<file path="src/design/dsfm_pkg.sv">
`default_nettype none

package dsfm_pkg;

    // table geometry
    localparam int MAX_TRACKS = 16;
    localparam int SLOT_W     = (MAX_TRACKS > 1) ? $clog2(MAX_TRACKS) : 1;
    localparam int CNT_W      = $clog2(MAX_TRACKS + 1);

    // field widths
    localparam int SECTOR_W = 32;
    localparam int POS_W    = 40;
    localparam int SIZE_W   = 12;
    localparam int INDEX_W  = 4;
    localparam int PROD_W   = SECTOR_W + SIZE_W;

    // queue between front and back, and result queue
    localparam int CQ_DEPTH = 4;
    localparam int CQ_PTR_W = $clog2(CQ_DEPTH);
    localparam int CQ_CNT_W = $clog2(CQ_DEPTH + 1);
    localparam int OQ_DEPTH = 4;
    localparam int OQ_PTR_W = $clog2(OQ_DEPTH);
    localparam int OQ_CNT_W = $clog2(OQ_DEPTH + 1);

    // item function codes
    localparam logic FUNC_TRANSLATE = 1'b0;
    localparam logic FUNC_APPEND    = 1'b1;

    // configuration register indexes
    localparam logic [1:0] CFG_FIRST_SECTOR = 2'd0;
    localparam logic [1:0] CFG_FILE_BASE    = 2'd1;
    localparam logic [1:0] CFG_RAW_SIZE     = 2'd2;
    localparam logic [1:0] CFG_DATA_OFFSET  = 2'd3;

    localparam logic [SIZE_W-1:0] DEFAULT_RAW_SIZE_RST = 12'd2048;

    typedef enum logic [1:0] {
        ST_OK    = 2'd0,
        ST_MISS  = 2'd1,
        ST_FULL  = 2'd2,
        ST_EMPTY = 2'd3
    } status_t;

    // work handed from front to back
    typedef struct packed {
        status_t              status;
        logic                 used_default;
        logic [INDEX_W-1:0]   track_index;
        logic                 first_miss;
        logic [SECTOR_W-1:0]  delta;
        logic [SIZE_W-1:0]    raw_size;
        logic [POS_W-1:0]     base;
        logic [SIZE_W-1:0]    data_offset;
    } cmd_t;

    // one finished result
    typedef struct packed {
        status_t              status;
        logic                 used_default;
        logic [INDEX_W-1:0]   track_index;
        logic [POS_W-1:0]     byte_position;
        logic                 first_miss;
    } res_t;

    // low bits of a slot number as reported on track_index
    function automatic logic [INDEX_W-1:0] to_track_index(input logic [SLOT_W-1:0] slot);
        logic [SLOT_W+INDEX_W-1:0] wide;
        wide = {{INDEX_W{1'b0}}, slot};
        return wide[INDEX_W-1:0];
    endfunction

endpackage

`default_nettype wire

</file>
<file path="src/design/dsfm_cmd_queue.sv">
`default_nettype none

module dsfm_cmd_queue
    import dsfm_pkg::*;
(
    input  wire logic clk,
    input  wire logic rst_n,
    input  wire logic wr_en,
    input  wire cmd_t wr_data,
    output logic      wr_ready,
    output logic      rd_valid,
    output cmd_t      rd_data,
    input  wire logic rd_en
);

    cmd_t                q_mem_reg [CQ_DEPTH];
    logic [CQ_PTR_W-1:0] wr_ptr_reg, wr_ptr_next;
    logic [CQ_PTR_W-1:0] rd_ptr_reg, rd_ptr_next;
    logic [CQ_CNT_W-1:0] count_reg, count_next;
    logic                do_wr, do_rd;

    // pointer and fill bookkeeping
    always_comb
    begin
        wr_ready    = (count_reg < CQ_CNT_W'(CQ_DEPTH));
        rd_valid    = (count_reg != '0);
        do_wr       = wr_en && wr_ready;
        do_rd       = rd_en && rd_valid;
        wr_ptr_next = do_wr ? wr_ptr_reg + CQ_PTR_W'(1) : wr_ptr_reg;
        rd_ptr_next = do_rd ? rd_ptr_reg + CQ_PTR_W'(1) : rd_ptr_reg;
        count_next  = count_reg + CQ_CNT_W'(do_wr) - CQ_CNT_W'(do_rd);
        rd_data     = q_mem_reg[rd_ptr_reg];
    end

    always_ff @(posedge clk or negedge rst_n)
    begin
        if (!rst_n)
        begin
            wr_ptr_reg <= '0;
            rd_ptr_reg <= '0;
            count_reg  <= '0;
        end
        else
        begin
            wr_ptr_reg <= wr_ptr_next;
            rd_ptr_reg <= rd_ptr_next;
            count_reg  <= count_next;
        end
    end

    // entry storage
    always_ff @(posedge clk)
    begin
        if (do_wr)
            q_mem_reg[wr_ptr_reg] <= wr_data;
    end

endmodule

`default_nettype wire

</file>
<file path="config.mk">
export PLATFORM = sky130hd
export DESIGN_NAME = dsfm_cmd_queue
export DESIGN_NICKNAME = d
export VERILOG_FILES = /design/src/design/dsfm_pkg.sv /design/src/design/dsfm_cmd_queue.sv
export SDC_FILE = /design/constraint.sdc
export NUM_CORES = 1
export LEC_CHECK = 0
export ABC_AREA = 0
export BUFFER_PORTS_ARGS = -buffer_cell sky130_fd_sc_hd__buf_2
export CAP_MARGIN = 20
export CORE_MARGIN = 5
export CORE_UTILIZATION = 55
export CTS_CLUSTER_DIAMETER = 50
export DETAILED_ROUTE_END_ITERATION = 6
export MAX_ROUTING_LAYER = met4
export PLACE_DENSITY = 0.77
export SYNTH_ARGS = -nofsm -noshare
export SYNTH_HDL_FRONTEND = slang
export SYNTH_SLANG_ARGS = --single-unit
</file>
<file path="constraint.sdc">
create_clock -name clk -period 4.85 [get_ports clk]
set_input_delay 0.97 -clock clk [delete_from_list [all_inputs] [get_ports clk]]
set_output_delay 0.97 -clock clk [all_outputs]
set_load 0.05 [all_outputs]
</file>
==> results.py <==
metrics = {
    "detailed_routing": {
        "drtAntennaViolNets": 0,
        "vias": 6819,
        "dr.first_iter.drc_count": 459,
        "via_per_inst": 5.53,
        "drt_first_pass_iters": 5,
        "wl_per_cell_um": 23.3,
        "wirelength_mm": 28.8,
        "drc": 0,
    },
    "power_and_ir_drop": {
        "leakagePower_uw": 0.00620,
        "intPower_uw": 7900,
        "finalPower_uw": 12600,
        "power.share.clock_pct": 25.3,
        "power_density_nw_per_um2": 687,
        "sequentialPowerShare_pct": 38.7,
        "switching_share_pct": 37.1,
        "ir_worst_vdd_uv": 563,
        "comb_power_share_pct": 36.0,
        "p_switching_uw": 4670,
    },
    "timing": {
        "period_share_pct": 73.8,
        "finalSetupViolCount": 0,
        "tightest_slew_ns": 0.906,
        "holdWs_ns": 0.288,
        "min_period_ns": 3.58,
        "tns_ns": 0,
        "fmax_mhz": 279,
        "skew_ns": 0.00905,
        "hold_viol": 0,
        "rsz0062_at_grt": "false",
        "relSlewSlack_pct": 39.6,
        "report.final.slew_viol_count": 0,
    },
    "floorplanning": {
        "die_w_um": 177,
        "core.rowCount": 61,
        "core_area_sq_um": 27700,
        "die-height_um": 177,
        "pin_count": 214,
        "initial_utilization_pct": 55.6,
        "dieArea_sq_um": 31500,
    },
    "logic_synthesis": {
        "yosysUniqueCellTypes": 19,
        "synth_seq_cells": 423,
        "syn-cell-area_sq_um": 15400,
        "syn_avg_cell_area_sq_um": 26.6,
        "yosys_warnings": 0,
        "synthCells": 579,
        "synth.yosys.seq_area_share_pct": 82.2,
        "syn-num-nets": 694,
    },
    "worst_setup_path": {
        "critical_path_class": "reg -> out",
        "cp_max_fo": 72,
        "worstSetupStartpoint": "rd_ptr_reg[0]",
        "worstSetupStartpointType": "flip-flop",
        "arrival_ns": 2.61,
        "worstPathRequired_ns": 3.88,
        "cp-end-kind": "output pin",
        "r2r_end": "q_mem_reg[1][65]",
        "reg2reg_from": "count_reg[2]",
        "endpoint": "rd_data[101]",
        "reg2reg_depth": 3,
        "ff2ff_setup_slack_ns": 2.31,
    },
    "cts": {
        "cts_tree": "built",
        "post_cts_resized": 0,
        "cts_buffers": 42,
        "clk_pin_slew_ns": 0.06,
        "cts_hold_buffers": 0,
        "post_cts_buffers": 0,
        "clockRootBuffer": "clkbuf_16",
        "clk_latency_ns": 0.52,
        "cts_max_level": 2,
        "cts_sinks": 423,
        "clockBufferDepth": 3,
    },
    "cells_and_area": {
        "largest_reg_flops": 416,
        "drive_above_1_share_pct": 45.6,
        "final_nets": 935,
        "fillers": 1720,
        "area_growth_syn_to_layout_pct": 18.8,
        "layout.cells.non_filler": 1234,
        "final_util_pct": 66.0,
    },
    "grt": {
        "grt_usage_pct": 19.0,
        "overflow": 0,
        "grt_pass1_wl_mm": 43.6,
        "first_global_vias": 7617,
        "grt_max_degree": 73,
        "antenna_found_initial": 7,
    },
    "flow_run": {
        "drv_cap": 0,
    },
    "placed_design": {
        "dpl.hpwl_mm": 17.3,
        "gp_congestion": 0.755,
        "dpl.cell_count": 1154,
        "io_buffers": 213,
    },
    "hold_path": {
        "hold_path_class": "in -> async",
    },
    "status": {
        "status": "completed",
    },
}
-- synth_stat cells --
| cell | instances | area share [%] |
|---|---|---|
| edfxtp_1 | 416 | 81 |
| mux4_2 | 104 | 15 |
| buf_2 | 13 | 0.42 |
| dfrtp_1 | 7 | 1.1 |
| inv_1 | 7 | 0.17 |
| ha_1 | 6 | 0.49 |
| buf_6 | 5 | 0.37 |
| and2_1 | 4 | 0.16 |
| clkbuf_1 | 4 | 0.097 |
| xnor2_1 | 4 | 0.23 |
| buf_12 | 1 | 0.13 |
| buf_4 | 1 | 0.049 |
| fa_1 | 1 | 0.13 |
| mux2_2 | 1 | 0.073 |
| nor2b_1 | 1 | 0.041 |
| o311ai_0 | 1 | 0.057 |
| o31a_1 | 1 | 0.057 |
| or3_1 | 1 | 0.041 |
| xor2_1 | 1 | 0.057 |
-- per-stage QoR --
step | setup slack, ns | area [sq um]
6_report | 1.27 | 18300
5_1_grt | 1.08 | 18300
4_1_cts | 1.20 | 18300
3_5_place_dp | 1.62 | 16900
3_3_place_gp | 1.68 | 16900
2_1_floorplan | 0.632 | 15400
-- metal layers --
metal	track usage [%]	up-vias	share of wire [%]
met5	-	-	0
met4	5.22	0	2.3
met3	5.86	40	7.5
met2	31.6	230	52
met1	23.0	3570	38
li1	-	2979	-
-- cell usage in the layout (no fill, tap or decap) --
cell type   synthesis  layout
and2_4              0       4
buf_12              1       5
buf_2              13     213
buf_4               1       3
bufinv_16           0       6
clkbuf_1            4       8
clkbuf_16           0      43
clkinv_1            0       9
clkinv_2            0       4
clkinvlp_4          0       1
dfrtp_1             7       5
dfrtp_4             0       2
diode_2             0       8
edfxtp_1          416     416
fa_1                1       1
ha_1                6       6
inv_1               7       7
inv_6               0       1
mux2_2              1       1
mux4_2            104     104
nor2b_1             1       1
o311ai_0            1       1
o31a_1              1       1
or3_1               1       1
xnor2_1             4       4
xor2_1              1       1
-- power by group through the flow --
stage / registers (uW) / logic, uW / clock network [uW]
floorplan: 4800 / 3730 / 0
finish: 4870 / 4520 / 3180
detailed placement: 4950 / 4580 / 0
global placement: 4900 / 4540 / 0
CTS: 4880 / 4610 / 3240
global route: 4910 / 4750 / 3410
-- layout make-up --
cell class	instances	area (sq um)	share of cell area [%]
Antenna cell	8	20.0	0.109
Clock buffer	51	1110	6.05
Clock inverter	21	250	1.37
Inverter	7	26.3	0.144
Multi-Input combinational cell	125	2560	14.0
Sequential cell	423	12700	69.3
Tap cell	378	473	2.58
Timing Repair Buffer	221	1190	6.50
-- worst max-delay path: stages, from the launching register on --
cell	delay, ns
dfrtp_4	0.62
buf_12	0.45
mux4_2	0.63
buf_2	0.24
-- cells by family (layout without fill, tap and decap cells) --
kind of cell / Yosys count / in the layout / synth area share, %
multiplexers: 105 / 105 / 15.3
AO/OA/AOI/OAI: 2 / 2 / 0.114
flip-flops: 423 / 423 / 82.2
adder cells (fa/ha/maj): 7 / 7 / 0.617
other: 0 / 8 / 0
buffers and inverters: 31 / 300 / 1.23
AND/OR/NAND/NOR: 6 / 6 / 0.244
XOR/XNOR: 5 / 5 / 0.284
-- worst min path at each step --
stage	startpoint	end	slack, ns	cells after the start
after global routing	rst_n	count_reg[1]	0.28	1
after CTS	rst_n	wr_ptr_reg[1]	0.27	1
final	rst_n	wr_ptr_reg[1]	0.29	1
after detailed placement	wr_ptr_reg[1]	wr_ptr_reg[1]	0.58	1
after floorplan	count_reg[0]	count_reg[0]	0.51	1
after global placement	count_reg[0]	count_reg[0]	0.52	1
Power figures use the tool's default switching activity.
