## src/design/dsfm_pkg.sv

```systemverilog
`default_nettype none

package dsfm_pkg;

    // table geometry
    localparam int MAX_TRACKS = 16;
    localparam int SLOT_W     = (MAX_TRACKS > 1) ? $clog2(MAX_TRACKS) : 1;
    localparam int CNT_W      = $clog2(MAX_TRACKS + 1);

    // field widths
    localparam int SECTOR_W = 32;
    localparam int POS_W    = 40;
    localparam int SIZE_W   = 12;
    localparam int INDEX_W  = 4;
    localparam int PROD_W   = SECTOR_W + SIZE_W;

    // queue between front and back, and result queue
    localparam int CQ_DEPTH = 4;
    localparam int CQ_PTR_W = $clog2(CQ_DEPTH);
    localparam int CQ_CNT_W = $clog2(CQ_DEPTH + 1);
    localparam int OQ_DEPTH = 4;
    localparam int OQ_PTR_W = $clog2(OQ_DEPTH);
    localparam int OQ_CNT_W = $clog2(OQ_DEPTH + 1);

    // item function codes
    localparam logic FUNC_TRANSLATE = 1'b0;
    localparam logic FUNC_APPEND    = 1'b1;

    // configuration register indexes
    localparam logic [1:0] CFG_FIRST_SECTOR = 2'd0;
    localparam logic [1:0] CFG_FILE_BASE    = 2'd1;
    localparam logic [1:0] CFG_RAW_SIZE     = 2'd2;
    localparam logic [1:0] CFG_DATA_OFFSET  = 2'd3;

    localparam logic [SIZE_W-1:0] DEFAULT_RAW_SIZE_RST = 12'd2048;

    typedef enum logic [1:0] {
        ST_OK    = 2'd0,
        ST_MISS  = 2'd1,
        ST_FULL  = 2'd2,
        ST_EMPTY = 2'd3
    } status_t;

    // work handed from front to back
    typedef struct packed {
        status_t              status;
        logic                 used_default;
        logic [INDEX_W-1:0]   track_index;
        logic                 first_miss;
        logic [SECTOR_W-1:0]  delta;
        logic [SIZE_W-1:0]    raw_size;
        logic [POS_W-1:0]     base;
        logic [SIZE_W-1:0]    data_offset;
    } cmd_t;

    // one finished result
    typedef struct packed {
        status_t              status;
        logic                 used_default;
        logic [INDEX_W-1:0]   track_index;
        logic [POS_W-1:0]     byte_position;
        logic                 first_miss;
    } res_t;

    // low bits of a slot number as reported on track_index
    function automatic logic [INDEX_W-1:0] to_track_index(input logic [SLOT_W-1:0] slot);
        logic [SLOT_W+INDEX_W-1:0] wide;
        wide = {{INDEX_W{1'b0}}, slot};
        return wide[INDEX_W-1:0];
    endfunction

endpackage

`default_nettype wire

```

## src/design/dsfm_front.sv

```systemverilog
`default_nettype none

module dsfm_front
    import dsfm_pkg::*;
(
    input  wire logic                clk,
    input  wire logic                rst_n,
    input  wire logic                push,
    output logic                     full,
    input  wire logic                func,
    input  wire logic [SECTOR_W-1:0] sector,
    input  wire logic [SECTOR_W-1:0] sector_count,
    input  wire logic [POS_W-1:0]    track_file_base,
    input  wire logic [SIZE_W-1:0]   track_raw_size,
    input  wire logic [SIZE_W-1:0]   track_data_offset,
    input  wire logic                cfg_we,
    input  wire logic [1:0]          cfg_index,
    input  wire logic [POS_W-1:0]    cfg_data,
    output logic                     cmd_push,
    output cmd_t                     cmd_data,
    input  wire logic                cmd_ready
);

    // configuration registers
    logic [SECTOR_W-1:0] dflt_first_reg;
    logic [POS_W-1:0]    dflt_base_reg;
    logic [SIZE_W-1:0]   dflt_raw_reg;
    logic [SIZE_W-1:0]   dflt_offset_reg;

    // track table
    logic [SECTOR_W-1:0] ent_first_reg  [MAX_TRACKS];
    logic [SECTOR_W-1:0] ent_last_reg   [MAX_TRACKS];
    logic [POS_W-1:0]    ent_base_reg   [MAX_TRACKS];
    logic [SIZE_W-1:0]   ent_raw_reg    [MAX_TRACKS];
    logic [SIZE_W-1:0]   ent_offset_reg [MAX_TRACKS];
    logic [CNT_W-1:0]    ent_count_reg, ent_count_next;
    logic                miss_reported_reg, miss_reported_next;

    // stage 1: accepted item
    logic                s1_v_reg, s1_v_next;
    logic                s1_func_reg;
    logic [SECTOR_W-1:0] s1_sector_reg;
    logic [SECTOR_W-1:0] s1_count_reg;
    logic [POS_W-1:0]    s1_base_reg;
    logic [SIZE_W-1:0]   s1_raw_reg;
    logic [SIZE_W-1:0]   s1_offset_reg;

    // stage 2: classified item
    logic                  s2_v_reg, s2_v_next;
    logic                  s2_append_reg;
    status_t               s2_status_reg;
    logic [SLOT_W-1:0]     s2_slot_reg;
    logic [MAX_TRACKS-1:0] s2_hit_reg;
    logic [SECTOR_W-1:0]   s2_sector_reg;
    logic                  s2_dflt_reg;

    logic                  s2_fire, s1_adv, s1_fire, accept;
    logic                  app_empty, app_full, app_write;
    status_t               app_status;
    logic [SLOT_W-1:0]     app_slot;
    logic [SECTOR_W-1:0]   app_last;
    logic [MAX_TRACKS-1:0] hit;

    logic [MAX_TRACKS-1:0] hit_oh;
    logic                  found;
    logic [SLOT_W-1:0]     sel_idx;
    logic [SECTOR_W-1:0]   sel_first;
    logic [POS_W-1:0]      sel_base;
    logic [SIZE_W-1:0]     sel_raw;
    logic [SIZE_W-1:0]     sel_offset;
    logic                  is_miss;

    // handshake and stage advance
    always_comb
    begin
        s2_fire = s2_v_reg && cmd_ready;
        s1_adv  = !s2_v_reg || s2_fire;
        s1_fire = s1_v_reg && s1_adv;
        full    = s1_v_reg && !s1_adv;
        accept  = push && !full;
    end

    // append checks and range compare against the table
    always_comb
    begin
        app_empty = (s1_count_reg == '0);
        app_full  = (ent_count_reg >= CNT_W'(MAX_TRACKS));
        app_write = s1_fire && (s1_func_reg == FUNC_APPEND) && !app_empty && !app_full;
        app_slot  = ent_count_reg[SLOT_W-1:0];
        app_last  = s1_sector_reg + s1_count_reg - SECTOR_W'(1);
        if (app_empty)
            app_status = ST_EMPTY;
        else if (app_full)
            app_status = ST_FULL;
        else
            app_status = ST_OK;
        for (int i = 0; i < MAX_TRACKS; i++)
        begin
            hit[i] = (CNT_W'(i) < ent_count_reg)
                  && (s1_sector_reg >= ent_first_reg[i])
                  && (s1_sector_reg <= ent_last_reg[i]);
        end
    end

    // first matching entry and its geometry
    always_comb
    begin
        hit_oh     = s2_hit_reg & (~s2_hit_reg + MAX_TRACKS'(1));
        found      = |s2_hit_reg;
        sel_idx    = '0;
        sel_first  = '0;
        sel_base   = '0;
        sel_raw    = '0;
        sel_offset = '0;
        for (int i = 0; i < MAX_TRACKS; i++)
        begin
            if (hit_oh[i])
            begin
                sel_idx    = sel_idx    | SLOT_W'(i);
                sel_first  = sel_first  | ent_first_reg[i];
                sel_base   = sel_base   | ent_base_reg[i];
                sel_raw    = sel_raw    | ent_raw_reg[i];
                sel_offset = sel_offset | ent_offset_reg[i];
            end
        end
    end

    // command built for the back part
    always_comb
    begin
        is_miss  = !s2_append_reg && !s2_dflt_reg && !found;
        cmd_data = '0;
        if (s2_append_reg)
        begin
            cmd_data.status = s2_status_reg;
            if (s2_status_reg == ST_OK)
                cmd_data.track_index = to_track_index(s2_slot_reg);
        end
        else if (s2_dflt_reg)
        begin
            cmd_data.status       = ST_OK;
            cmd_data.used_default = 1'b1;
            cmd_data.delta        = s2_sector_reg - dflt_first_reg;
            cmd_data.raw_size     = dflt_raw_reg;
            cmd_data.base         = dflt_base_reg;
            cmd_data.data_offset  = dflt_offset_reg;
        end
        else if (found)
        begin
            cmd_data.status      = ST_OK;
            cmd_data.track_index = to_track_index(sel_idx);
            cmd_data.delta       = s2_sector_reg - sel_first;
            cmd_data.raw_size    = sel_raw;
            cmd_data.base        = sel_base;
            cmd_data.data_offset = sel_offset;
        end
        else
        begin
            cmd_data.status     = ST_MISS;
            cmd_data.first_miss = !miss_reported_reg;
        end
        cmd_push = s2_fire;
    end

    // control next state
    always_comb
    begin
        s1_v_next          = accept ? 1'b1 : (s1_fire ? 1'b0 : s1_v_reg);
        s2_v_next          = s1_fire ? 1'b1 : (s2_fire ? 1'b0 : s2_v_reg);
        ent_count_next     = app_write ? ent_count_reg + CNT_W'(1) : ent_count_reg;
        miss_reported_next = miss_reported_reg || (s2_fire && is_miss);
    end

    // control registers
    always_ff @(posedge clk or negedge rst_n)
    begin
        if (!rst_n)
        begin
            s1_v_reg          <= 1'b0;
            s2_v_reg          <= 1'b0;
            ent_count_reg     <= '0;
            miss_reported_reg <= 1'b0;
        end
        else
        begin
            s1_v_reg          <= s1_v_next;
            s2_v_reg          <= s2_v_next;
            ent_count_reg     <= ent_count_next;
            miss_reported_reg <= miss_reported_next;
        end
    end

    // configuration writes
    always_ff @(posedge clk or negedge rst_n)
    begin
        if (!rst_n)
        begin
            dflt_first_reg  <= '0;
            dflt_base_reg   <= '0;
            dflt_raw_reg    <= DEFAULT_RAW_SIZE_RST;
            dflt_offset_reg <= '0;
        end
        else if (cfg_we)
        begin
            case (cfg_index)
                CFG_FIRST_SECTOR: dflt_first_reg  <= cfg_data[SECTOR_W-1:0];
                CFG_FILE_BASE:    dflt_base_reg   <= cfg_data;
                CFG_RAW_SIZE:     dflt_raw_reg    <= cfg_data[SIZE_W-1:0];
                CFG_DATA_OFFSET:  dflt_offset_reg <= cfg_data[SIZE_W-1:0];
                default:          ;
            endcase
        end
    end

    // stage payloads
    always_ff @(posedge clk)
    begin
        if (accept)
        begin
            s1_func_reg   <= func;
            s1_sector_reg <= sector;
            s1_count_reg  <= sector_count;
            s1_base_reg   <= track_file_base;
            s1_raw_reg    <= track_raw_size;
            s1_offset_reg <= track_data_offset;
        end
        if (s1_fire)
        begin
            s2_append_reg <= (s1_func_reg == FUNC_APPEND);
            s2_status_reg <= app_status;
            s2_slot_reg   <= app_slot;
            s2_hit_reg    <= hit;
            s2_sector_reg <= s1_sector_reg;
            s2_dflt_reg   <= (ent_count_reg == '0);
        end
    end

    // table append
    always_ff @(posedge clk)
    begin
        if (app_write)
        begin
            ent_first_reg[app_slot]  <= s1_sector_reg;
            ent_last_reg[app_slot]   <= app_last;
            ent_base_reg[app_slot]   <= s1_base_reg;
            ent_raw_reg[app_slot]    <= s1_raw_reg;
            ent_offset_reg[app_slot] <= s1_offset_reg;
        end
    end

`ifndef SYNTHESIS
    a_count_bound: assert property (@(posedge clk) disable iff (!rst_n)
        ent_count_reg <= CNT_W'(MAX_TRACKS))
        else $error("track table count beyond capacity");

    a_miss_sticky: assert property (@(posedge clk) disable iff (!rst_n)
        miss_reported_reg |=> miss_reported_reg)
        else $error("miss flag cleared after being set");

    a_count_step: assert property (@(posedge clk) disable iff (!rst_n)
        (ent_count_reg != $past(ent_count_reg))
            |-> (ent_count_reg == CNT_W'($past(ent_count_reg) + 1'b1)))
        else $error("track table count moved by other than one");
`endif

endmodule

`default_nettype wire

```

## config.mk

```make
export PLATFORM = sky130hd
export DESIGN_NAME = dsfm_front
export DESIGN_NICKNAME = d
export VERILOG_FILES = /design/src/design/dsfm_pkg.sv /design/src/design/dsfm_front.sv
export SDC_FILE = /design/constraint.sdc
export NUM_CORES = 2
export LEC_CHECK = 0
export BUFFER_PORTS_ARGS = -buffer_cell sky130_fd_sc_hd__buf_2
export CAP_MARGIN = 30
export CORE_ASPECT_RATIO = 1.75
export CORE_MARGIN = 10
export CORE_UTILIZATION = 30
export DETAILED_ROUTE_END_ITERATION = 10
export GPL_ROUTABILITY_DRIVEN = 0
export PLACE_DENSITY = 0.43
export SLEW_MARGIN = 20
export SYNTH_ARGS = -nofsm -noshare
export SYNTH_HDL_FRONTEND = slang
export SYNTH_SLANG_ARGS = --single-unit
```

## constraint.sdc

```tcl
create_clock -name clk -period 13.15 [get_ports clk]
set_clock_uncertainty 0.05 [all_clocks]
set_input_delay 2.63 -clock clk [delete_from_list [all_inputs] [get_ports clk]]
set_output_delay 2.63 -clock clk [all_outputs]
set_load 0.02 [all_outputs]
```

==> reports/metrics.cfg <==
[floorplan]
dieArea_mm2=0.398
coreArea_mm2=0.371
start_util_pct=30.1
fp.dieH_um=827
fp-row-count=296
die_w_um=481
io_pins=282

[critical_path]
worstPathMaxFanout=76
crit_type=flip-flop to primary output
crit_buf_inv=3
critPathRequiredTime_ps=10470
r2r_cells=15
critical-path-slowest-cell=o41ai_2
max_stage_delay_ps=650
crit_start=s2_hit_reg[1]$_DFFE_PP_
end_kind=primary output
cp-endpoint=cmd_data[95]
worst-path-stages=20
cp_top_family=compound AO/OA/AOI/OAI gates
startpoint_type=flip-flop
crit_chain=buf_12, buf_4, nor2b_4, a22oi_1, nor2_1, a221oi_1, nand3_1, a221oi_1, and3_1, ha_1, and2_1, a41oi_2, o41ai_2, a21oi_2, o311ai_1, a31oi_1, xnor2_1, a21oi_1, a21oi_1, buf_2
r2r_end=ent_last_reg[0][30]$_DFFE_PP_
rr_startpoint=s1_sector_reg[0]$_DFFE_PP_
arrival_ps=7240
rrSetupSlack_ps=7530

[synthesis]
synth_cell_types=101
synth.avg_cell_area_um2=13.5
yosysSeqAreaShare_pct=62.3
synth_top_area_share_pct=60.0
syn_area_mm2=0.112
ys_seq_elements=2337
syn_inst=8297
synth_ff_type=edfxtp_1
syn_nets=9636
netlist_top_cells_area=edfxtp_1 60%, ha_1 13%, inv_1 4.0%
synth.largest_area_cell=edfxtp_1
synth_warnings=0
synthArstFlopShare_pct=4.45
synth_edf_count=2233

[detailed_routing]
wl_per_cell_um=28.1
drc_errors=0
vias=71092
drt_iter0_drc=4923
antenna_left=0
finalWirelength_um=392000
firstDrtPassIters=8
viasPerCell=5.11

[layout]
fill_cells=36246
largest_reg_flops=640
syn2layout_area_growth_pct=14.9
stdcell_count=13914
drive_gt1_share_pct=11.2
nNetsFinal=10136
final_area_mm2=0.128

[clocking]
path_clk_slew_ps=70
post_cts_buffers=0
clock-sinks=2337
cts_tree=built
clk_root_buffer_cell=clkbuf_16
numCtsBuffers=241
postCtsHoldBufs=0
clk_latency_ps=1000
post_cts_resized=0
htree_levels=4
clockBufferDepth=4

[power_and_ir_drop]
power.density_mw_per_mm2=150
p_leak_uw=0.0506
max-vdd-ir-drop_uv=140

[global_route]
grt_pass1_wl_um=552000
grt_antenna_before_repair=17
track_usage_pct=19.1
grt_remaining_overflow=0
grt_max_degree=113
grt_pass1_vias=74525

[timing]
finalSetupViolCount=0
fin_hold_ws_ps=424
hold_viol=0
period_minus_slack_ps=9920
max-slew-margin-rel_pct=22.6
period_share_pct=75.4
tns_ps=0
fmax_ghz=0.101
worstMarginPinSlew_ps=1150
slew_viol_final=0
rsz0062_at_grt=false
setup_slack_ps=3230

[placement]
dp_slack_ps=4220
place_area_mm2=0.120
portBuffers=281
hpwl_um=266000
place_inst=13469

[run_status]
status=finished, final reports clean

[min_path]
hp-class=flip-flop to flip-flop

[run]
maxCapViolCount=0

stage by stage:
stage | util [%] | power [µW]
finish | 34.6 | 19200
global route | 34.6 | 20000
CTS | 34.6 | 19500
detailed placement | 32.4 | 12300
global placement | 32.4 | 12300
floorplan | - | 10800
where the power goes:
group | total [µW] | internal, µW | switching (µW) | leakage, µW
Clock | 7130 | 4050 | 3080 | 0.00386
Sequential | 8930 | 8700 | 230 | 0.0215
Combinational | 3150 | 965 | 2190 | 0.0253
Total | 19200 | 13700 | 5500 | 0.0506
how the worst min path moves through the flow:
stage,slack (ps),to,cells after the start,startpoint
floorplan,370,s2_append_reg$_DFFE_PP_,0,s1_func_reg$_DFFE_PP_
global placement,400,miss_reported_reg$_DFF_PN0_,1,miss_reported_reg$_DFF_PN0_
detailed placement,410,miss_reported_reg$_DFF_PN0_,1,miss_reported_reg$_DFF_PN0_
CTS,420,miss_reported_reg$_DFF_PN0_,1,miss_reported_reg$_DFF_PN0_
global route,450,miss_reported_reg$_DFF_PN0_,1,miss_reported_reg$_DFF_PN0_
finish,420,miss_reported_reg$_DFF_PN0_,1,miss_reported_reg$_DFF_PN0_
placed cells by master, fill, tap and decap left out, types with 245 or more instances in the layout:
cell type	instances
a21oi_1	340
edfxtp_1	2233
o21ai_0	248
buf_2	282
a22oi_1	329
nand2_1	276
a21o_1	281
inv_1	1188
ha_1	1160
clkbuf_16	245
final cells by class:
class | count | area, µm² | area share [%]
Clock buffer | 300 | 6410 | 4.99
Inverter | 1191 | 4470 | 3.48
Antenna cell | 5 | 12.5 | 0.00974
Clock inverter | 138 | 1560 | 1.21
Timing Repair Buffer | 480 | 3150 | 2.45
Sequential cell | 2337 | 69700 | 54.2
Tap cell | 4917 | 6150 | 4.79
Multi-Input combinational cell | 4546 | 37000 | 28.8
cells by family (layout without fill, tap and decap cells):
kind of cell               Yosys count  after routing  synth area share (%)
xor gates and xnor gates            88             88                 0.690
adders and majority gates         1163           1163                  13.0
DFF                               2337           2337                  62.3
and+or+nand+nor                   1315           1315                  6.16
buffers and inverters             1414           2109                  4.84
muxes                               66             66                 0.665
AOI/OAI and AO/OA                 1914           1914                  12.3
other                                0              5                     0
synth_stat cells (31+ instances only):
cell	count
a211oi_1	35
a21o_1	281
a21oi_1	340
a221oi_1	239
a222oi_1	95
a22o_1	98
a22oi_1	329
and3_1	51
buf_2	52
clkbuf_1	143
dfrtp_1	103
edfxtp_1	2233
ha_1	1160
inv_1	1190
mux2_2	66
nand2_1	276
nand2b_1	105
nand3_1	142
nand4_1	239
nor2_1	242
nor2b_1	117
nor3_1	36
o211ai_1	31
o21a_1	49
o21ai_0	252
xnor2_1	51
xor2_1	37
per-layer routing:
layer | vias up | track usage, % | share of wire [%]
li1 | 32526 | - | -
met1 | 36444 | 22.0 | 39
met2 | 1580 | 36.2 | 53
met3 | 536 | 2.00 | 3.6
met4 | 6 | 6.92 | 4.1
met5 | - | 0 | 0.010
Power figures use the tool's default switching activity.
