`src/design/dsfm_pkg.sv`:
```
`default_nettype none

package dsfm_pkg;

    // table geometry
    localparam int MAX_TRACKS = 16;
    localparam int SLOT_W     = (MAX_TRACKS > 1) ? $clog2(MAX_TRACKS) : 1;
    localparam int CNT_W      = $clog2(MAX_TRACKS + 1);

    // field widths
    localparam int SECTOR_W = 32;
    localparam int POS_W    = 40;
    localparam int SIZE_W   = 12;
    localparam int INDEX_W  = 4;
    localparam int PROD_W   = SECTOR_W + SIZE_W;

    // queue between front and back, and result queue
    localparam int CQ_DEPTH = 4;
    localparam int CQ_PTR_W = $clog2(CQ_DEPTH);
    localparam int CQ_CNT_W = $clog2(CQ_DEPTH + 1);
    localparam int OQ_DEPTH = 4;
    localparam int OQ_PTR_W = $clog2(OQ_DEPTH);
    localparam int OQ_CNT_W = $clog2(OQ_DEPTH + 1);

    // item function codes
    localparam logic FUNC_TRANSLATE = 1'b0;
    localparam logic FUNC_APPEND    = 1'b1;

    // configuration register indexes
    localparam logic [1:0] CFG_FIRST_SECTOR = 2'd0;
    localparam logic [1:0] CFG_FILE_BASE    = 2'd1;
    localparam logic [1:0] CFG_RAW_SIZE     = 2'd2;
    localparam logic [1:0] CFG_DATA_OFFSET  = 2'd3;

    localparam logic [SIZE_W-1:0] DEFAULT_RAW_SIZE_RST = 12'd2048;

    typedef enum logic [1:0] {
        ST_OK    = 2'd0,
        ST_MISS  = 2'd1,
        ST_FULL  = 2'd2,
        ST_EMPTY = 2'd3
    } status_t;

    // work handed from front to back
    typedef struct packed {
        status_t              status;
        logic                 used_default;
        logic [INDEX_W-1:0]   track_index;
        logic                 first_miss;
        logic [SECTOR_W-1:0]  delta;
        logic [SIZE_W-1:0]    raw_size;
        logic [POS_W-1:0]     base;
        logic [SIZE_W-1:0]    data_offset;
    } cmd_t;

    // one finished result
    typedef struct packed {
        status_t              status;
        logic                 used_default;
        logic [INDEX_W-1:0]   track_index;
        logic [POS_W-1:0]     byte_position;
        logic                 first_miss;
    } res_t;

    // low bits of a slot number as reported on track_index
    function automatic logic [INDEX_W-1:0] to_track_index(input logic [SLOT_W-1:0] slot);
        logic [SLOT_W+INDEX_W-1:0] wide;
        wide = {{INDEX_W{1'b0}}, slot};
        return wide[INDEX_W-1:0];
    endfunction

endpackage

`default_nettype wire

```
`src/design/dsfm_back.sv`:
```
`default_nettype none

module dsfm_back
    import dsfm_pkg::*;
(
    input  wire logic clk,
    input  wire logic rst_n,
    input  wire logic cmd_valid,
    input  wire cmd_t cmd_data,
    output logic      cmd_pop,
    output logic      empty,
    input  wire logic pop,
    output res_t      res_data
);

    // multiply stage
    logic              m_v_reg, m_v_next;
    logic [PROD_W-1:0] m_prod_reg;
    logic [POS_W-1:0]  m_base_reg;
    logic [SIZE_W-1:0] m_offset_reg;
    res_t              m_res_reg;

    // result queue
    res_t                oq_mem_reg [OQ_DEPTH];
    logic [OQ_PTR_W-1:0] oq_wr_ptr_reg, oq_wr_ptr_next;
    logic [OQ_PTR_W-1:0] oq_rd_ptr_reg, oq_rd_ptr_next;
    logic [OQ_CNT_W-1:0] oq_count_reg, oq_count_next;

    logic              oq_room, m_ready, oq_push, oq_pop;
    logic [PROD_W-1:0] prod;
    res_t              cmd_res;
    res_t              done_res;

    // stage advance
    always_comb
    begin
        oq_room = (oq_count_reg < OQ_CNT_W'(OQ_DEPTH));
        m_ready = !m_v_reg || oq_room;
        cmd_pop = cmd_valid && m_ready;
        oq_push = m_v_reg && oq_room;
        empty   = (oq_count_reg == '0);
        oq_pop  = pop && !empty;
    end

    // sector delta times raw size
    always_comb
    begin
        prod                  = PROD_W'(cmd_data.delta) * PROD_W'(cmd_data.raw_size);
        cmd_res               = '0;
        cmd_res.status        = cmd_data.status;
        cmd_res.used_default  = cmd_data.used_default;
        cmd_res.track_index   = cmd_data.track_index;
        cmd_res.first_miss    = cmd_data.first_miss;
    end

    // final position modulo 2^40
    always_comb
    begin
        done_res               = m_res_reg;
        done_res.byte_position = m_base_reg + m_prod_reg[POS_W-1:0]
                               + POS_W'(m_offset_reg);
    end

    // control next state
    always_comb
    begin
        m_v_next       = cmd_pop ? 1'b1 : (oq_push ? 1'b0 : m_v_reg);
        oq_wr_ptr_next = oq_push ? oq_wr_ptr_reg + OQ_PTR_W'(1) : oq_wr_ptr_reg;
        oq_rd_ptr_next = oq_pop ? oq_rd_ptr_reg + OQ_PTR_W'(1) : oq_rd_ptr_reg;
        oq_count_next  = oq_count_reg + OQ_CNT_W'(oq_push) - OQ_CNT_W'(oq_pop);
        res_data       = oq_mem_reg[oq_rd_ptr_reg];
    end

    always_ff @(posedge clk or negedge rst_n)
    begin
        if (!rst_n)
        begin
            m_v_reg       <= 1'b0;
            oq_wr_ptr_reg <= '0;
            oq_rd_ptr_reg <= '0;
            oq_count_reg  <= '0;
        end
        else
        begin
            m_v_reg       <= m_v_next;
            oq_wr_ptr_reg <= oq_wr_ptr_next;
            oq_rd_ptr_reg <= oq_rd_ptr_next;
            oq_count_reg  <= oq_count_next;
        end
    end

    // payload registers
    always_ff @(posedge clk)
    begin
        if (cmd_pop)
        begin
            m_prod_reg   <= prod;
            m_base_reg   <= cmd_data.base;
            m_offset_reg <= cmd_data.data_offset;
            m_res_reg    <= cmd_res;
        end
        if (oq_push)
            oq_mem_reg[oq_wr_ptr_reg] <= done_res;
    end

`ifndef SYNTHESIS
    a_oq_bound: assert property (@(posedge clk) disable iff (!rst_n)
        oq_count_reg <= OQ_CNT_W'(OQ_DEPTH))
        else $error("result queue overfilled");

    a_m_hold: assert property (@(posedge clk) disable iff (!rst_n)
        (m_v_reg && !oq_room) |=> (m_v_reg && $stable(m_prod_reg)))
        else $error("multiply stage lost its beat while stalled");

    a_push_visible: assert property (@(posedge clk) disable iff (!rst_n)
        oq_push |=> !empty)
        else $error("result pushed but queue reads empty");
`endif

endmodule

`default_nettype wire

```
`config.mk`:
```
export PLATFORM = sky130hd
export DESIGN_NAME = dsfm_back
export DESIGN_NICKNAME = d
export VERILOG_FILES = /design/src/design/dsfm_pkg.sv /design/src/design/dsfm_back.sv
export SDC_FILE = /design/constraint.sdc
export NUM_CORES = 1
export LEC_CHECK = 0
export ABC_AREA = 1
export ABC_CLOCK_PERIOD_IN_PS = 14000
export BUFFER_PORTS_ARGS = -buffer_cell sky130_fd_sc_hd__buf_2
export CORE_AREA = 2 2 279 281
export DETAILED_ROUTE_END_ITERATION = 8
export DIE_AREA = 0 0 281 283
export HOLD_SLACK_MARGIN = 0.12
export PLACE_DENSITY = 0.59
export SLEW_MARGIN = 20
export SYNTH_ARGS = -nofsm -noshare
export SYNTH_HDL_FRONTEND = slang
export SYNTH_SLANG_ARGS = --single-unit
```
`constraint.sdc`:
```
create_clock -name clk -period 14 [get_ports clk]
set_input_delay 4.2 -clock clk [delete_from_list [all_inputs] [get_ports clk]]
set_output_delay 4.2 -clock clk [all_outputs]
set_load 0.05 [all_outputs]
```
==> results of run 1 <==
## worst reg2reg max path, delay by kind of cell (launching register included)
kind / cells / cell delay, ps
adders and majority gates: 3 / 1290
buffers and inverters: 2 / 270
DFF: 1 / 410
and+or+nand+nor: 9 / 1040
## cell type report
type,count,share of cell area (%)
tap,1040,4.41
multi-input combinational,2004,50.3
timing repair buffer,167,2.92
inverter,665,8.46
clock buffer,35,2.68
sequential,300,30.4
clock inverter,21,0.882
## worst paths after layout
kind                       cells after the start                           end  slack, ps               startpoint
max                                            4                       cmd_pop       5040                cmd_valid
min                                            0   oq_mem_reg[3][47]$_DFFE_PP_        500   done_res[47]$_DFFE_PP_
max reg2reg                                   14   oq_mem_reg[1][34]$_DFFE_PP_      10700  m_prod_reg[1]$_DFFE_PP_
min reg2reg                                    0   oq_mem_reg[3][47]$_DFFE_PP_        500   done_res[47]$_DFFE_PP_
max in group asynchronous                      1  oq_rd_ptr_reg[0]$_DFFE_PN0P_      10330                    rst_n
min in group asynchronous                      1  oq_rd_ptr_reg[1]$_DFFE_PN0P_       3490                    rst_n
## through the flow
stage,worst slack (ps),std cells
2_1_floorplan,31.5,3069
3_3_place_gp,4540,4176
3_5_place_dp,4550,4176
4_1_cts,5020,4232
5_1_grt,4840,4232
6_report,5040,4232
## Yosys cell counts, drive strengths merged
| cell | number | share of area, % |
|---|---|---|
| nand2 | 914 | 13 |
| inv | 664 | 9.4 |
| fa | 309 | 23 |
| edfxtp | 292 | 33 |
| nor2 | 240 | 3.7 |
| ha | 136 | 6.4 |
| o21ai | 105 | 2.0 |
| nand3 | 94 | 1.9 |
| clkbuf | 89 | 1.3 |
| a21oi | 61 | 1.2 |
| o22ai | 48 | 1.1 |
| xor2 | 36 | 1.2 |
| nand4 | 19 | 0.45 |
| o21bai | 15 | 0.42 |
| buf | 11 | 0.20 |
| nor3 | 11 | 0.26 |
| dfrtp | 8 | 0.75 |
| xnor2 | 8 | 0.26 |
| nand3b | 3 | 0.085 |
| a21o | 2 | 0.056 |
| nor4 | 2 | 0.047 |
| clkinv | 1 | 0.014 |
| nand2b | 1 | 0.023 |
## cells by family after synthesis
group                      Yosys count
DFF                                300
buffers and inverters              765
AOI/OAI and AO/OA                  231
adders and majority gates          445
xor gates and xnor gates            44
and+or+nand+nor                   1284
## per-layer routing
| metal | global-route usage (%) | vias to the layer above | wire (µm) |
|---|---|---|---|
| met2 | 29.9 | 426 | 32900 |
| li1 | - | 9563 | - |
| met4 | 3.88 | 0 | 1340 |
| met5 | 0 | - | 0 |
| met3 | 1.99 | 81 | 3190 |
| met1 | 22.9 | 9433 | 30000 |
==> results.py, run 1 <==
metrics = {
    "status": {
        "status": "finished, final reports clean",
    },
    "clock_tree": {
        "htree_levels": 1,
        "clock-sinks": 300,
        "cts_buffers": 30,
        "cts_hold_buffers": 0,
        "cts-resized-gates": 0,
        "cts_tree": "done",
        "cts_root_buffer": "clkbuf_16",
        "path_clk_slew_ps": 60,
        "post-cts-setup-buffers": 0,
        "clockBufferDepth": 3,
        "clk_latency_ps": 560,
    },
    "layout": {
        "area_delta_synth_final_pct": 10.8,
        "layout-drive-gt1-share_pct": 9.43,
        "fill_cells": 7865,
        "mostFrequentLayoutCells": "nand2_1 (884), inv_1 (657), fa_1 (309)",
        "diodes": 0,
        "final_core_util_pct": 38.5,
        "stdcell_area_mm2": 0.0295,
        "largest_reg_flops": 192,
        "nets": 3721,
        "final_common_cell": "nand2_1",
        "multi_input_area_mm2": 0.0148,
        "regArea_mm2": 0.00897,
    },
    "synth": {
        "synth_mux_area_share_pct": 0,
        "synth_top_family_by_area": "adder cells",
        "synthSimpleGateAreaFrac_pct": 19.7,
        "synth_fa_ha_area_share_pct": 29.6,
        "seq_area_frac_synth_pct": 33.7,
        "ys_ff_latch": 300,
        "syn_nets": 3622,
        "synth-xor-area-share_pct": 1.45,
        "synth-compound-area-share_pct": 4.81,
        "syn-instance-count": 3069,
        "syn_area_per_cell_um2": 8.68,
        "synth_warnings": 0,
        "syn_area_mm2": 0.0266,
        "ys_types": 32,
    },
    "die": {
        "io_pins": 158,
        "core_mm2": 0.0767,
        "start_util_pct": 34.7,
        "fp.dieH_um": 283,
        "floorplan.die_area_mm2": 0.0795,
        "die_w_um": 281,
        "row_count": 102,
    },
    "routing": {
        "vias": 19500,
        "post_drt_wl_per_cell_um": 15.9,
        "first_pass_iters": 5,
        "ant_nets": 0,
        "route.detailed.drc": 0,
        "drt-total-wl_um": 67500,
        "vias_per_cell": 4.61,
        "drt_iter0_drc": 1240,
    },
    "worst_setup_path": {
        "critPathArrivalTime_ps": 4760,
        "slowest_stage": "buf_2",
        "cpMostUsedCell": "buf_2",
        "cp-end-kind": "output pin",
        "crit_buf_inv": 3,
        "cp_slowest_stage_delay_ps": 280,
        "cp_cell_sequence": "buf_2 -> inv_1 -> a21oi_4 -> buf_2",
        "cp-start-kind": "primary input",
        "critPathRequiredTime_ps": 9800,
        "critPathKind": "primary input to output pin",
        "critPathMaxFanout": 2,
        "cp_top_family": "buffers and inverters",
    },
    "global_routing": {
        "antenna_found_initial": 1,
        "first_global_vias": 20000,
        "overflow": 0,
        "grt_pass1_wl_um": 108000,
        "grt_start_max_net_pins": 100,
        "gr-usage-all-layers_pct": 17.2,
    },
    "sta": {
        "hold_ws_ps": 498,
        "tns_ps": 0,
        "min_period_ps": 8960,
        "worst-slew-pin-transition_ps": 1020,
        "clock.fmax_mhz": 112,
        "max_slew_margin_pct": 32.0,
        "slew_viol_final": 0,
        "clock_skew_ps": 9.42,
        "rsz0062_at_grt": "false",
        "setup-violations-final": 0,
        "period_share_pct": 64.0,
        "hold_violations": 0,
    },
    "placed_design": {
        "port_buffers": 157,
        "place.gp.congestion": 0.919,
        "placed_area_mm2": 0.0285,
        "dp_hpwl_um": 52100,
    },
    "job": {
        "cap_violations": 0,
    },
    "hold_path": {
        "hold_class": "flip-flop to flip-flop",
    },
}
Power of run 1 is not shown: default switching activity piles up to over one toggle a cycle in this logic, so the estimate is an artifact.
==> inputs of run 2 (changes only) <==
- ABC_AREA: 1 -> 0
- ABC_CLOCK_PERIOD_IN_PS: 14000 -> 8300
- CORE_AREA: 2 2 279 281 -> 2 2 266 268
- DIE_AREA: 0 0 281 283 -> 0 0 268 270
- clock period: 14 -> 8.3 ns (I/O delays scaled with it)
==> run 2 against run 1 <==
  * Worst hold slack improved by 2.9 ps
  * Sequential share of layout area grew 2.8 points
  * Utilization up 0.42 points
  * Worst setup slack worse by 4500 ps
  * Sequential cell count is the same
  * Final cell count decreased by 25%
==> results.py, run 2 <==
metrics = {
    "worst_setup_path": {
        "cpMostUsedCell": "fa_1",
        "endpoint": "m_prod_reg[39]$_DFFE_PP_",
        "r2r-start": "m_prod_reg[1]$_DFFE_PP_",
        "cp_top_family": "adder cells",
        "critPathArrivalTime_ps": 8040,
        "r2r_end": "oq_mem_reg[2][38]$_DFFE_PP_",
        "critPathMaxFanout": 19,
        "cp-end-kind": "flip-flop",
        "crit_buf_inv": 4,
        "critical_path.startpoint": "cmd_data[59]",
        "r2r_slack_ps": 3710,
        "cp.depth": 20,
        "cp_slowest_stage_delay_ps": 600,
        "cp-start-kind": "primary input",
        "cp_cell_sequence": "buf_2 -> nand2_1 -> fa_1 -> fa_1 -> fa_1 -> inv_1 -> fa_1 -> inv_1 -> fa_1 -> inv_1 -> ha_1 -> a2111oi_0 -> nor3_1 -> nand2_1 -> o211ai_2 -> a31oi_4 -> nor3_1 -> a2111oi_2 -> a21oi_1 -> xnor2_1",
        "critPathKind": "primary input to flip-flop",
        "slowest_stage": "a2111oi_0",
        "critPathRequiredTime_ps": 8580,
        "r2r_cells": 12,
    },
    "die": {
        "core_mm2": 0.0695,
        "start_util_pct": 34.8,
        "floorplan.die_area_mm2": 0.0724,
        "io_pins": 158,
        "die_w_um": 268,
        "fp.dieH_um": 270,
        "row_count": 97,
    },
    "placed_design": {
        "place.gp.congestion": 0.903,
        "dp_hpwl_um": 42900,
        "port_buffers": 157,
        "placedCellCount": 3121,
    },
    "synth": {
        "syn-instance-count": 2078,
        "ys_async_sr_fraction_pct": 2.67,
        "synth-xor-area-share_pct": 2.82,
        "synth_top_area_share_pct": 36.2,
        "syn_area_mm2": 0.0242,
        "synth_top_family_by_area": "adder cells",
        "ys_types": 54,
        "synth_warnings": 0,
        "synth-compound-area-share_pct": 5.80,
        "synth_area_leaders": "edfxtp_1 (36%), fa_1 (26%), ha_1 (7.0%)",
        "synth_mux_area_share_pct": 4.59,
        "seq_area_frac_synth_pct": 37.1,
        "yosysMostFrequentCell": "inv_1",
        "ys_ff_latch": 300,
        "synth_fa_ha_area_share_pct": 32.6,
        "yosys_most_used_dff": "edfxtp_1",
        "syn_nets": 2631,
        "synthSimpleGateAreaFrac_pct": 10.2,
        "yosys-top-cells-count": "inv_1 (356), nand2_1 (326), fa_1 (309)",
        "synth-edff-count": 292,
        "synth_area_leader_cell": "edfxtp_1",
        "syn_area_per_cell_um2": 11.6,
    },
    "hold_path": {
        "timing.hold.worst.start": "done_res[45]$_DFFE_PP_",
        "hold_class": "flip-flop to flip-flop",
    },
    "routing": {
        "drt-total-wl_um": 55500,
        "drt_iter0_drc": 744,
        "vias_per_cell": 4.79,
        "vias": 15200,
        "route.detailed.drc": 0,
        "post_drt_wl_per_cell_um": 17.5,
        "ant_nets": 0,
        "first_pass_iters": 5,
    },
    "global_routing": {
        "overflow": 0,
        "grt_start_max_net_pins": 65,
        "antenna_found_initial": 3,
        "first_global_vias": 16400,
        "grt_pass1_wl_um": 88300,
        "gr-usage-all-layers_pct": 15.5,
    },
    "clock_tree": {
        "cts-resized-gates": 0,
        "clk_latency_ps": 560,
        "cts_tree": "done",
        "htree_levels": 1,
        "path_clk_slew_ps": 70,
        "cts_hold_buffers": 0,
        "post-cts-setup-buffers": 0,
        "clock-sinks": 300,
        "cts_buffers": 27,
        "cts_root_buffer": "clkbuf_16",
        "clockBufferDepth": 3,
    },
    "layout": {
        "nets": 2764,
        "layout-drive-gt1-share_pct": 13.6,
        "mostFrequentLayoutCells": "inv_1 (356), nand2_1 (326), fa_1 (309)",
        "final_common_cell": "inv_1",
        "final_cells": 3172,
        "area_delta_synth_final_pct": 11.7,
        "largest_reg_flops": 192,
    },
    "job": {
        "cap_violations": 0,
    },
    "sta": {
        "max_slew_margin_pct": 21.3,
        "slew_viol_final": 0,
        "hold_violations": 0,
        "min_period_ps": 7760,
        "clock_skew_ps": 12.6,
        "period_share_pct": 93.5,
        "rsz0062_at_grt": "false",
        "clock.fmax_mhz": 129,
        "setup-violations-final": 0,
        "worst-slew-pin-transition_ps": 1150,
    },
    "status": {
        "status": "finished, final reports clean",
    },
}
[run 2: cell types whose count changed in the layout (fill, tap and decap cells not counted), sizes merged, moves of 70 or more]
cell,change
and2,+107
inv,-306
nand2,-588
nand3,-80
nor2,-200
o21ai,-70
[run 2: worst min path at each step]
stage                     cells past startpoint                          end
after floorplan                               0   oq_mem_reg[0][0]$_DFFE_PP_
final                                         0  oq_mem_reg[1][45]$_DFFE_PP_
after detailed placement                      0  oq_mem_reg[2][42]$_DFFE_PP_
after global routing                          0  oq_mem_reg[1][45]$_DFFE_PP_
after CTS                                     0  oq_mem_reg[1][45]$_DFFE_PP_
after global placement                        0  oq_mem_reg[3][45]$_DFFE_PP_
[run 2: cell type report]
class,instances,area [µm²]
diodes,1,2.50
clock buffers,28,679
clock inverters,21,201
fillers,6641,42500
inverters,356,1340
multi-input cells,1331,13600
flip-flops and latches,300,8970
well taps,940,1180
repair buffers,195,1100
[run 2: stage by stage]
step                worst slack (ps)  cell area, µm²  hold slack, ps  setup TNS, ps  util [%]
finish                           543           27000             501              0      38.9
global route                     291           27000             512              0      38.9
CTS                              523           27000             502              0      38.9
detailed placement             -71.2           26100             491          -74.9      37.6
global placement                 217           26100             468              0      37.6
floorplan                        275           24200             459              0         -
[run 2: kinds of logic after synthesis]
kind of cell / after synthesis
flops: 300
buf+inv: 447
simple gates: 543
fa+ha+maj: 445
compound gates: 214
xor+xnor: 78
mux: 51
[run 2: per-layer routing]
metal | global-route usage [%] | vias to the layer above | routed length, µm
met3 | 1.91 | 92 | 2790
met1 | 20.3 | 7664 | 23800
met4 | 4.56 | 4 | 1450
met2 | 26.7 | 402 | 27500
li1 | - | 7033 | -
met5 | 0 | - | 22
Power of run 2 is left out for the same reason.
==> inputs of run 3 (changes only) <==
- BUFFER_PORTS_ARGS: -buffer_cell sky130_fd_sc_hd__buf_2 -> -buffer_cell sky130_fd_sc_hd__clkbuf_2
==> run 3 against run 2 <==
  * Global-route usage fell by 0.15 points
  * Wire length fell by 1.1%
  * Final cell count rose by 0.35%
  * Non-clock buffer count rose by 9
  * Largest cell class unchanged
  * Critical endpoint is now m_prod_reg[38]$_DFFE_PP_
==> results.py, run 3 (same netlist as run 2, synthesis figures left out) <==
metrics = {
    "die": {
        "floorplan.die_area_mm2": 0.0724,
        "start_util_pct": 34.8,
        "fp.dieH_um": 270,
        "io_pins": 158,
        "core_mm2": 0.0695,
        "row_count": 97,
        "die_w_um": 268,
    },
    "global_routing": {
        "gr-usage-met3_pct": 1.76,
        "use_met2_pct": 26.6,
        "grt_pass1_wl_um": 87700,
        "use_met1_pct": 20.1,
        "antenna_found_initial": 2,
        "first_global_vias": 16200,
        "gr-usage-all-layers_pct": 15.3,
        "grt_start_max_net_pins": 81,
        "busiest_layer": "met2",
        "overflow": 0,
    },
    "routing": {
        "drt_iter0_drc": 736,
        "ant_nets": 0,
        "drt-total-wl_um": 54900,
        "vias": 15100,
        "first_pass_iters": 5,
        "route.detailed.drc": 0,
        "vias_per_cell": 4.75,
        "post_drt_wl_per_cell_um": 17.2,
    },
    "sta": {
        "max_slew_margin_pct": 23.3,
        "min_period_ps": 7750,
        "clock.fmax_mhz": 129,
        "setup-violations-final": 0,
        "rsz0062_at_grt": "false",
        "period_share_pct": 93.4,
        "slew_viol_final": 0,
        "worst-slew-pin-transition_ps": 1120,
        "hold_violations": 0,
        "tns_ps": 0,
        "clock_skew_ps": 13.6,
    },
    "placed_design": {
        "place.gp.congestion": 0.902,
        "port_buffers": 157,
        "dp_hpwl_um": 42500,
    },
    "layout": {
        "largest_reg_flops": 192,
        "mostFrequentLayoutCells": "inv_1 (356), nand2_1 (326), fa_1 (309)",
        "layout-drive-gt1-share_pct": 14.0,
        "nets": 2774,
        "area_delta_synth_final_pct": 12.5,
        "final_common_cell": "inv_1",
    },
    "worst_setup_path": {
        "critPathKind": "primary input to flip-flop",
        "cp-start-kind": "primary input",
        "critical_path.startpoint": "cmd_data[59]",
        "critPathArrivalTime_ps": 8110,
        "critPathMaxFanout": 19,
        "critPathRequiredTime_ps": 8650,
        "cp-end-kind": "flip-flop",
        "r2r-start": "m_prod_reg[1]$_DFFE_PP_",
    },
    "clock_tree": {
        "htree_levels": 1,
        "cts_root_buffer": "clkbuf_16",
        "cts_tree": "done",
        "clock-sinks": 300,
        "cts-resized-gates": 0,
        "cts_hold_buffers": 0,
        "path_clk_slew_ps": 60,
        "clk_latency_ps": 550,
        "clockBufferDepth": 3,
        "cts_buffers": 28,
        "post-cts-setup-buffers": 0,
    },
    "hold_path": {
        "timing.hold.worst.start": "done_res[43]$_DFFE_PP_",
        "hold_class": "flip-flop to flip-flop",
    },
    "job": {
        "cap_violations": 0,
    },
    "status": {
        "status": "finished, final reports clean",
    },
}
## run 3: changes by cell type in the layout (fill, tap and decap cells not counted), sizes merged
cell    change
clkbuf    +162
buf       -148
clkinv      -4
bufinv      +3
inv         -2
## run 3: cell type report
type / count / area [µm²]
diodes: 1 / 2.50
clock buffers: 33 / 741
clock inverters: 18 / 253
fillers: 6657 / 42300
inverters: 356 / 1340
multi-input cells: 1331 / 13600
flip-flops and latches: 300 / 8970
well taps: 940 / 1180
repair buffers: 204 / 1180
## run 3: path summary, 6_finish.rpt
path | end | cells after the start | slack [ps]
max | m_prod_reg[38]$_DFFE_PP_ | 22 | 550
max reg2reg | oq_mem_reg[3][38]$_DFFE_PP_ | 12 | 3840
min reg2reg | oq_mem_reg[1][43]$_DFFE_PP_ | 0 | 500
min in group asynchronous | oq_wr_ptr_reg[0]$_DFFE_PN0P_ | 1 | 1780
min | oq_mem_reg[1][43]$_DFFE_PP_ | 0 | 500
max in group asynchronous | oq_rd_ptr_reg[0]$_DFFE_PN0P_ | 1 | 6300
## run 3: layer usage
layer	vias up	share of wire, %
met3	80	5.2
met4	0	2.4
li1	7044	-
met2	383	49
met5	-	0
met1	7604	43
## run 3: worst max-delay path, stage by stage
cell      delay (ps)
clkbuf_2         450
buf_12           190
buf_4            120
nand2_1           70
fa_1             520
inv_1             60
fa_1             590
fa_1             490
fa_1             500
inv_1             50
fa_1             470
inv_1             40
ha_1             370
a21oi_1          200
o21ai_0          100
a221oi_1         380
o21ai_0          170
a32oi_1          180
buf_4            170
o21a_1           140
nor2_1            70
o311ai_1         280
## run 3: stage by stage
stage / utilization, % / cells / setup slack, ps / hold WS [ps] / instance area [µm²]
6_report: 39.2 / 3183 / 548 / 504 / 27200
5_1_grt: 39.2 / 3182 / 255 / 519 / 27200
4_1_cts: 39.1 / 3181 / 636 / 501 / 27200
3_5_place_dp: 37.7 / 3130 / 61.6 / 490 / 26200
3_3_place_gp: 37.7 / 3130 / 192 / 471 / 26200
2_1_floorplan: - / 2078 / 275 / 459 / 24200
Power of run 3 is left out for the same reason.
